### config.mk
export PLATFORM = sky130hd
export DESIGN_NAME = npc_dist
export DESIGN_NICKNAME = d
export VERILOG_FILES = /design/src/rtl/npc_pkg.sv /design/src/rtl/npc_dist.sv
export SDC_FILE = /design/constraint.sdc
export NUM_CORES = 2
export LEC_CHECK = 0
export BUFFER_PORTS_ARGS = -buffer_cell sky130_fd_sc_hd__buf_4
export CORE_ASPECT_RATIO = 1.2
export CORE_MARGIN = 2
export CORE_UTILIZATION = 30
export CTS_CLUSTER_SIZE = 40
export DETAILED_ROUTE_END_ITERATION = 12
export SYNTH_ARGS = -nofsm -noshare
export SYNTH_HDL_FRONTEND = slang
export SYNTH_SLANG_ARGS = --single-unit
### constraint.sdc
create_clock -name clk -period 7.05 [get_ports clk]
set_input_delay 2.115 -clock clk [delete_from_list [all_inputs] [get_ports clk]]
set_output_delay 2.115 -clock clk [all_outputs]
set_load 0.01 [all_outputs]
### src/rtl/npc_pkg.sv
// shared types and constants for the nearest palette color classifier
package npc_pkg;

  localparam int NUM_ENTRIES = 8;
  localparam int IDX_W       = 3;
  localparam int CHAN_W      = 8;
  localparam int COLOR_W     = 24;
  localparam int DIST_W      = 18;
  localparam int Q_W         = 16;
  localparam int CONF_W      = 16;
  localparam int RES_W       = 56;
  localparam int KT_W        = 40;
  localparam int ROOT_STEPS  = 16;

  localparam logic [Q_W-1:0]    FULL_SCALE = 16'h8000;
  localparam logic [DIST_W-1:0] MAX_DIST   = 18'd195075;

  typedef logic [IDX_W-1:0]  idx_t;
  typedef logic [DIST_W-1:0] dist_t;
  typedef logic [NUM_ENTRIES-1:0][COLOR_W-1:0] palette_t;
  typedef logic [NUM_ENTRIES-1:0][DIST_W-1:0]  dist_vec_t;

  localparam palette_t RESET_PALETTE = {
    24'hFFFFFF, 24'h000000, 24'h19B219, 24'h0000FF,
    24'h800080, 24'hFF0000, 24'hFA8214, 24'hFFFF00
  };

  typedef struct packed {
    logic  en;
    idx_t  idx;
    dist_t sq_dist;
  } cand_t;

  typedef struct packed {
    logic                    valid;
    idx_t                    idx;
    dist_t                   sq_dist;
    logic [Q_W-1:0]          q;
    logic signed [RES_W-1:0] res;
    logic signed [KT_W-1:0]  kt;
  } root_t;

  typedef struct packed {
    idx_t              idx;
    dist_t             sq_dist;
    logic [CONF_W-1:0] conf;
  } result_t;

endpackage

### src/rtl/npc_dist.sv
// two stage squared distance from the sample to every palette entry
module npc_dist (
  input  logic                clk,
  input  logic                rst,
  input  logic                en,
  input  logic                in_valid,
  input  logic [7:0]          red,
  input  logic [7:0]          green,
  input  logic [7:0]          blue,
  input  npc_pkg::palette_t   palette,
  output logic                dist_valid,
  output npc_pkg::dist_vec_t  sq_dist
);

  typedef logic [npc_pkg::NUM_ENTRIES-1:0][2:0][npc_pkg::CHAN_W-1:0] diff_vec_t;

  logic               diff_valid;
  diff_vec_t          diff;
  diff_vec_t          diff_next;
  npc_pkg::dist_vec_t sq_dist_next;

  function automatic logic [7:0] abs_diff(input logic [7:0] a, input logic [7:0] b);
    abs_diff = (a > b) ? (a - b) : (b - a);
  endfunction

  always_comb begin
    for (int i = 0; i < npc_pkg::NUM_ENTRIES; i++) begin
      diff_next[i][2] = abs_diff(red,   palette[i][23:16]);
      diff_next[i][1] = abs_diff(green, palette[i][15:8]);
      diff_next[i][0] = abs_diff(blue,  palette[i][7:0]);
    end
  end

  always_comb begin
    for (int i = 0; i < npc_pkg::NUM_ENTRIES; i++) begin
      sq_dist_next[i] = npc_pkg::DIST_W'(16'(diff[i][2]) * 16'(diff[i][2]))
                      + npc_pkg::DIST_W'(16'(diff[i][1]) * 16'(diff[i][1]))
                      + npc_pkg::DIST_W'(16'(diff[i][0]) * 16'(diff[i][0]));
    end
  end

  always_ff @(posedge clk) begin
    if (rst) begin
      diff_valid <= 1'b0;
      dist_valid <= 1'b0;
    end else if (en) begin
      diff_valid <= in_valid;
      dist_valid <= diff_valid;
    end
  end

  always_ff @(posedge clk) begin
    if (en) begin
      diff    <= diff_next;
      sq_dist <= sq_dist_next;
    end
  end

endmodule

==> out/metrics.yaml <==
drtPass1Iterations: 5
status: "completed"
clk_pin_slew_worst_paths_ns: 0.07
cap_violations: 0
placed_area_um2: 75100
synth-edff-count: 336
rows: 192
fin_skew_ns: 0.0511
die_w_um: 440
critPathLaunchType: "register"
hold_violations: 0
r2r_end: "sq_dist[142]"
setup_violations: 0
r2r_cells: 21
final.setup.tns_ns: 0
period_share_pct: 94.6
grt_overflow: 0
drt_iter0_markers: 1941
io_buffers: 364
avgSynthCellArea_um2: 10.0
syn_nets: 9155
max_freq_mhz: 150
grt_pass1_wl_mm: 314
viasPerCell: 4.59
num_vias: 47239
synth_ff_type: "edfxtp_1"
ant_nets: 0
hold_buffers: 0
antenna_found_initial: 70
endpoint: "sq_dist[142]"
drc_errors: 0
die_h_um: 527
fin_nets: 9536
cts.root.buffer_cell: "clkbuf_16"
die-area_um2: 232000
ctsResizeCount: 0
grt_pass1_vias: 51600
grt_usage_pct: 18.1
core-area_um2: 227000
finalMaxSlewViolations: 0
grt_max_degree: 125
min_path_type: "reg2reg"
cp_data_arrival_time_ns: 7.09
synth.ff_latch_count: 338
crit_path_start: "diff[184]"
final_core_util_pct: 33.8
drt-total-wl_mm: 207
crit_type: "reg2reg"
final_common_cell: "inv_1"
synth.yosys.seq_area_share_pct: 14.8
fin_crit_ns: 6.67
cts_tree: "done"
rsz0062_at_grt: "no"
final_cell_mix: "1813 x inv_1, 1103 x fa_1, 999 x ha_1, 492 x and2_1, 423 x buf_4"
post_drt_wl_per_cell_um: 20.1
r2r_slack_ns: 0.38
clock_tree.buffer_depth: 3
gp_congestion: 0.889
drive_gt1_share_pct: 7.72
crit_required_ns: 7.47
initial_utilization_pct: 30.1
endpoint_kind: "register"
maxSlewHeadroom_pct: 23.9
crit_path_max_fanout: 10
max_slew.worst_pin.slew_ns: 1.14
htree_levels: 2
cts_setup_buffers: 0
syn-cell-area_um2: 68500
ios: 365
syn_to_final_growth_pct: 12.3
r2r_start: "diff[184]"
cts_buffers: 49
fin_area_um2: 77000
insertion_delay_ns: 0.70
cts_sinks: 338
yosysWarnings: 0
async_reset_ff_share_pct: 0
synth_cell_types: 69
syn_inst: 6833
hpwl_mm: 172
[Yosys cell counts, drive strengths merged, types with 5 or more instances]
library cell	count	area share [%]
inv	1816	10
fa	1103	32
ha	999	18
and2	492	4.5
edfxtp	336	15
nand2	258	1.4
a21o	249	2.7
mux2i	176	2.6
nor2b	167	1.5
o21ai	151	1.1
a21oi	150	1.1
xnor2	143	1.8
xor2	137	1.8
nand2b	105	0.96
clkbuf	94	0.52
nor2	92	0.50
nand4	60	0.55
a221oi	50	0.64
a31oi	32	0.29
o31ai	29	0.79
o22ai	25	0.25
and3	23	0.21
nand3	19	0.14
o21a	19	0.21
nor3	14	0.10
or2	14	0.13
o21bai	11	0.14
o31a	8	0.12
a211oi	6	0.066
a21boi	5	0.055
[worst min path at each step]
stage	startpoint	to	cells after the start
after CTS	diff_valid	dist_valid	2
final	diff_valid	dist_valid	2
after detailed placement	diff_valid	dist_valid	2
after floorplan	diff_valid	diff_valid	2
after global routing	diff_valid	diff_valid	2
after global placement	diff_valid	diff_valid	2
[cell families (layout without fill, tap and decap cells)]
family / Yosys count / in the layout / share of synthesized area (%)
buf+inv: 1913 / 2333 / 10.5
flops: 338 / 338 / 14.8
xor+xnor: 280 / 280 / 3.58
simple gates: 1260 / 1260 / 10.2
compound gates: 764 / 764 / 7.89
other cells: 0 / 36 / 0
fa+ha+maj: 2102 / 2102 / 50.5
mux: 176 / 176 / 2.57
[critical path, stage by stage (launching register included)]
cell and delay [ns]:
edfxtp_1 0.62, nand2_1 0.12, fa_1 0.51, fa_1 0.52, fa_1 0.54, inv_1 0.05, fa_1 0.50, inv_1 0.06
fa_1 0.54, inv_1 0.05, fa_1 0.47, inv_1 0.05, fa_1 0.47, inv_1 0.04, ha_1 0.22, a211oi_1 0.31
o21ai_1 0.15, a21oi_1 0.29, o21ai_1 0.19, o21a_1 0.24, a221oi_1 0.35, xnor2_1 0.10
[state kept, by name, indices dropped and copies added, names as in the netlist]
name	cells
diff	192
sq_dist	144
diff_valid	1
dist_valid	1
[per-stage QoR]
stage | setup slack [ns] | hold slack, ns | cells
3_3_place_gp | 0.339 | 0.476 | 10170
4_1_cts | 0.279 | 0.512 | 10260
6_report | 0.378 | 0.506 | 10296
2_1_floorplan | 0.854 | 0.460 | 6833
3_5_place_dp | 0.269 | 0.497 | 10170
5_1_grt | 0.000435 | 0.563 | 10284
[area by class of cell]
cell class                 count  area, µm²
timing repair buffer         427       3250
clock buffer                  53       1280
antenna                       36       90.1
inverter                    1816       6820
clock inverter                37        433
sequential                   338      10100
tap                         3007       3760
multi-input combinational   4582      51200
fill                       23131     151000
[routing by layer]
| metal | track usage [%] | up-vias | wire (µm) |
|---|---|---|---|
| met1 | 20.3 | 23831 | 78100 |
| met5 | 0 | - | 276 |
| met4 | 10.4 | 44 | 14300 |
| li1 | - | 22094 | - |
| met2 | 32.0 | 876 | 104000 |
| met3 | 3.22 | 394 | 9880 |
Power is left out: the tool's default activity adds up to more than one toggle a clock period on the data nets, which glitch-free logic cannot reach.
