### config.mk
export PLATFORM = sky130hd
export DESIGN_NAME = npc_out
export DESIGN_NICKNAME = d
export VERILOG_FILES = /design/src/rtl/npc_pkg.sv /design/src/rtl/npc_out.sv
export SDC_FILE = /design/constraint.sdc
export NUM_CORES = 1
export LEC_CHECK = 0
export CAP_MARGIN = 20
export CORE_MARGIN = 1.5
export CORE_UTILIZATION = 30
export CTS_BUF_LIST = sky130_fd_sc_hd__clkbuf_16
export CTS_CLUSTER_DIAMETER = 30
export CTS_CLUSTER_SIZE = 10
export DETAILED_ROUTE_END_ITERATION = 8
export DONT_BUFFER_PORTS = 1
export GPL_TIMING_DRIVEN = 0
export HOLD_SLACK_MARGIN = 0.1
export PLACE_DENSITY_LB_ADDON = 0.1
export SLEW_MARGIN = 10
export SYNTH_ARGS = -nofsm -noshare
export SYNTH_HDL_FRONTEND = slang
export SYNTH_SLANG_ARGS = --single-unit
### constraint.sdc
create_clock -name clk -period 10.98 [get_ports clk]
set_input_delay 2.196 -clock clk [delete_from_list [all_inputs] [get_ports clk]]
set_output_delay 2.196 -clock clk [all_outputs]
set_load 0.01 [all_outputs]
### src/rtl/npc_pkg.sv
// shared types and constants for the nearest palette color classifier
package npc_pkg;

  localparam int NUM_ENTRIES = 8;
  localparam int IDX_W       = 3;
  localparam int CHAN_W      = 8;
  localparam int COLOR_W     = 24;
  localparam int DIST_W      = 18;
  localparam int Q_W         = 16;
  localparam int CONF_W      = 16;
  localparam int RES_W       = 56;
  localparam int KT_W        = 40;
  localparam int ROOT_STEPS  = 16;

  localparam logic [Q_W-1:0]    FULL_SCALE = 16'h8000;
  localparam logic [DIST_W-1:0] MAX_DIST   = 18'd195075;

  typedef logic [IDX_W-1:0]  idx_t;
  typedef logic [DIST_W-1:0] dist_t;
  typedef logic [NUM_ENTRIES-1:0][COLOR_W-1:0] palette_t;
  typedef logic [NUM_ENTRIES-1:0][DIST_W-1:0]  dist_vec_t;

  localparam palette_t RESET_PALETTE = {
    24'hFFFFFF, 24'h000000, 24'h19B219, 24'h0000FF,
    24'h800080, 24'hFF0000, 24'hFA8214, 24'hFFFF00
  };

  typedef struct packed {
    logic  en;
    idx_t  idx;
    dist_t sq_dist;
  } cand_t;

  typedef struct packed {
    logic                    valid;
    idx_t                    idx;
    dist_t                   sq_dist;
    logic [Q_W-1:0]          q;
    logic signed [RES_W-1:0] res;
    logic signed [KT_W-1:0]  kt;
  } root_t;

  typedef struct packed {
    idx_t              idx;
    dist_t             sq_dist;
    logic [CONF_W-1:0] conf;
  } result_t;

endpackage

### src/rtl/npc_out.sv
// output register with a one word skid stage and the confidence subtract
module npc_out (
  input  logic                        clk,
  input  logic                        rst,
  input  npc_pkg::root_t              root,
  input  logic                        out_stall,
  output logic                        en,
  output logic                        out_valid,
  output logic [npc_pkg::IDX_W-1:0]   match_index,
  output logic [npc_pkg::DIST_W-1:0]  min_distance_squared,
  output logic [npc_pkg::CONF_W-1:0]  match_confidence
);

  logic             skid_valid;
  npc_pkg::result_t skid;
  npc_pkg::result_t out_r;
  npc_pkg::result_t pipe_r;
  logic [npc_pkg::Q_W-1:0] q_clamp;
  logic             out_free;
  logic             load_pipe;

  always_comb begin
    q_clamp        = (root.q > npc_pkg::FULL_SCALE) ? npc_pkg::FULL_SCALE : root.q;
    pipe_r.idx     = root.idx;
    pipe_r.sq_dist = root.sq_dist;
    pipe_r.conf    = npc_pkg::FULL_SCALE - q_clamp;
  end

  assign en        = !skid_valid;
  assign out_free  = !out_valid || !out_stall;
  assign load_pipe = root.valid && !skid_valid;

  always_ff @(posedge clk) begin
    if (rst) begin
      out_valid  <= 1'b0;
      skid_valid <= 1'b0;
    end else if (out_free) begin
      if (skid_valid) begin
        out_valid  <= 1'b1;
        skid_valid <= 1'b0;
      end else begin
        out_valid <= load_pipe;
      end
    end else if (load_pipe) begin
      skid_valid <= 1'b1;
    end
  end

  always_ff @(posedge clk) begin
    if (out_free) begin
      if (skid_valid) begin
        out_r <= skid;
      end else if (load_pipe) begin
        out_r <= pipe_r;
      end
    end else if (load_pipe) begin
      skid <= pipe_r;
    end
  end

  assign match_index          = out_r.idx;
  assign min_distance_squared = out_r.sq_dist;
  assign match_confidence     = out_r.conf;

  // the skid stage only fills behind a stalled output word
  a_skid_behind_out: assert property (@(posedge clk) disable iff (rst)
    skid_valid |-> out_valid)
    else $error("skid word held with no output word");

  a_skid_drains: assert property (@(posedge clk) disable iff (rst)
    (out_valid && !out_stall && skid_valid) |=> (out_valid && !skid_valid))
    else $error("skid word not moved to output");

  a_full_conf_exact: assert property (@(posedge clk) disable iff (rst)
    out_valid |-> ((out_r.conf == npc_pkg::FULL_SCALE) == (out_r.sq_dist == '0)))
    else $error("full confidence does not match zero distance");

endmodule

==> impl_summary.txt <==
----------------------------------------------------
[Synth]
  Area of the mapped netlist ... 3330 µm²
  Syn Inst Count ... 225
  Nets in the synthesized netlist ... 363
  Sequential share of the synthesized area ... 67.9%
  Warnings from Yosys ... 0
  Count of distinct cell types in the synthesized netlist ... 47
  Number of synthesized register bits ... 76
  Cell taking the most area after synthesis ... edfxtp_1
  Average instance area after synthesis ... 14.8 µm²
  Area share of the leading cell type in the synthesized netlist ... 66.7%
  Synth top area cells ... edfxtp_1, mux2_2, nand2_1, dfxtp_1, nor3_1

[Critical path]
  Crit-path max FO ... 10
  CP Data Required Time ... 11040 ps
  WS Path Type ... input pin to flip-flop
  Worst Setup Start Kind ... input pin
  Setup slack of the worst register-to-register path ... 8230 ps
  Arrival time reported for the critical path endpoint ... 4850 ps
  CP endpoint kind ... flip-flop

[Cells and area]
  Final core utilization ... 36.0%
  Most common cell after layout, fill and taps aside ... edfxtp_1
  Fill count ... 1064
  Final net count ... 380
  Layout area overhead ... 17.1%
  Diode count ... 0
  Non-filler instance count after layout ... 387
  Layout cells sized above 1 ... 24.3%
  Most used cells in the layout excluding fill and tap cells ... edfxtp_1, mux2_2, nand2_1

[Clocking]
  Total CTS buffers ... 9
  Worst-Skew Late Latency ... 330 ps
  Number of buffers inserted for hold repair after clock tree synthesis ... 0
  Setup bufs post-CTS ... 0
  Clock slew seen by the registers of the worst setup and hold paths ... 60 ps
  CTS max path bufs ... 2
  Clock tree from TritonCTS ... done
  Clock net sink count ... 76
  Clock root buffer ... clkbuf_16
  H-Tree Level Count ... 3
  Post-CTS sizing ... 0

[Pwr]
  Largest vdd supply drop ... 0.0725 mV
  Pwr per Cell Area ... 174 nW/µm²
  Leakage power of the design ... 1.27 nW

[Route]
  Number of DRC violations after detailed-routing iteration 0 ... 73
  Number of vias in the routed layout ... 1892
  DR pass1 iterations ... 4
  Antenna viol nets, final ... 0
  Sum of routed wire length over all layers ... 7150 µm
  DRC Markers ... 0
  Routed length per placed instance ... 18.5 µm
  Number of vias per cell ... 4.89

[Place]
  IO Port Bufs ... 0
  Placed Instances ... 371
  GP Congestion ... 0.773
  Estimated wirelength of the detail-placed design ... 5050 µm

[Floorplanning]
  Number of cell rows ... 38
  Initial core utilization ... 30.7%
  Total Die Area ... 11700 µm²
  Number of primary I/O pins ... 176
  Core area ... 10800 µm²
  Die width ... 108 µm
  Die outline height ... 108 µm

[STA]
  Final count of hold timing violations ... 0
  RSZ-0062 raised after global routing ... no
  Final Max Slew Viols ... 0
  Transition time at the pin with the least slew margin ... 671 ps
  Post-route fraction of the period consumed by the critical path ... 43.6%
  Slew margin rel. ... 54.8%
  Sum of negative setup slack ... 0 ps
  Final setup skew ... 3.75 ps
  Fmax achieved ... 0.209 GHz
  Final setup fails ... 0
  Time the final worst path needs with I/O delays and setup ... 4790 ps

[Run]
  Max-capacitance violation count ... 0

[Global routing]
  Total congestion overflow ... 0
  Via count of the first global-routing pass ... 1918
  Wire length of the first global-routing pass ... 11000 µm
  Maximum number of pins on one net before global-route repair ... 15
  Antenna violations before repair ... 0
  Overall global routing resource usage ... 13.0%

[Outcome]
  Status ... complete, no violations

[Worst hold path]
  Worst min-delay path category ... flip-flop to flip-flop

----------------------------------------------------
-- flip-flops by register name, indices dropped and copies added, names as in the netlist --
name / flops
match_confidence: 16
match_index: 3
min_distance_squared: 18
out_valid: 1
skid: 37
skid_valid: 1
-- synth_stat cells, drive strengths merged --
cell type / n
a41o: 1
ha: 1
edfxtp: 74
nand2b: 3
clkbuf: 8
o21ai: 7
nand2: 16
or4: 1
or3: 4
o311ai: 2
o221ai: 2
nor2b: 2
o211ai: 1
xor2: 2
inv: 3
or2: 1
o31a: 1
buf: 4
clkinv: 1
nor2: 9
and3: 2
and2: 2
a32o: 1
mux2: 30
nor3b: 2
nand4: 2
nor4: 5
nand3b: 1
mux2i: 1
nand3: 7
nand4b: 1
nor3: 8
o21a: 1
a21oi: 5
dfxtp: 2
o31ai: 5
o22ai: 2
xnor2: 3
a211oi: 2
-- metal layers --
metal | track usage, % | up-vias | wire length (µm)
li1 | - | 912 | -
met1 | 16.7 | 903 | 3300
met2 | 18.8 | 68 | 3130
met3 | 5.61 | 9 | 609
met4 | 5.92 | 0 | 106
met5 | 0 | - | 0
-- worst max-delay path: stages --
cell	delay (ps)
clkbuf_1	370
clkbuf_1	390
nand2b_1	220
ha_1	160
clkbuf_1	310
clkbuf_1	440
clkbuf_1	400
o21ai_0	140
o21ai_0	120
o31ai_1	100
-- power by group --
part           leakage, nW  total [mW]  internal, mW  switching (mW)
logic                0.410      0.0434        0.0196          0.0238
registers            0.715       0.348         0.337          0.0103
clock network        0.148       0.286         0.173           0.113
total                 1.27       0.677         0.530           0.148
-- area by class of cell --
type,instances,area [µm²],area share (%)
flip-flops and latches,76,2260,58.0
multi-input cells,133,1010,25.9
clock buffers,9,225,5.78
repair buffers,6,92.6,2.37
well taps,140,175,4.49
clock inverters,7,60.1,1.54
inverters,4,15.0,0.385
plain buffers,12,60.1,1.54
-- path summary, 6_finish.rpt --
path	from	depth (start not counted)	to
max	root[111]	10	match_confidence[14]
min	skid[11]	2	match_confidence[11]
max reg2reg	skid_valid	6	min_distance_squared[4]
min reg2reg	skid[11]	2	match_confidence[11]
-- per-stage QoR --
step / instance area, µm² / power [mW] / hold WS [ps] / setup slack (ps)
finish: 3900 / 0.677 / 527 / 6190
global route: 3900 / 0.706 / 548 / 5810
CTS: 3900 / 0.689 / 524 / 6160
detailed placement: 3610 / 0.398 / 512 / 5810
global placement: 3500 / 0.395 / 504 / 3620
floorplan: 3330 / 0.383 / 487 / 5450
-- cells by family after synthesis --
logic type / Yosys count / share of synthesized area [%]
DFF: 76 / 67.9
and+or+nand+nor: 66 / 11.0
buffers and inverters: 16 / 2.25
muxes: 31 / 10.4
xor gates and xnor gates: 5 / 1.32
AOI/OAI and AO/OA: 30 / 6.69
adders and majority gates: 1 / 0.376
(Power assumes the default switching activity.)
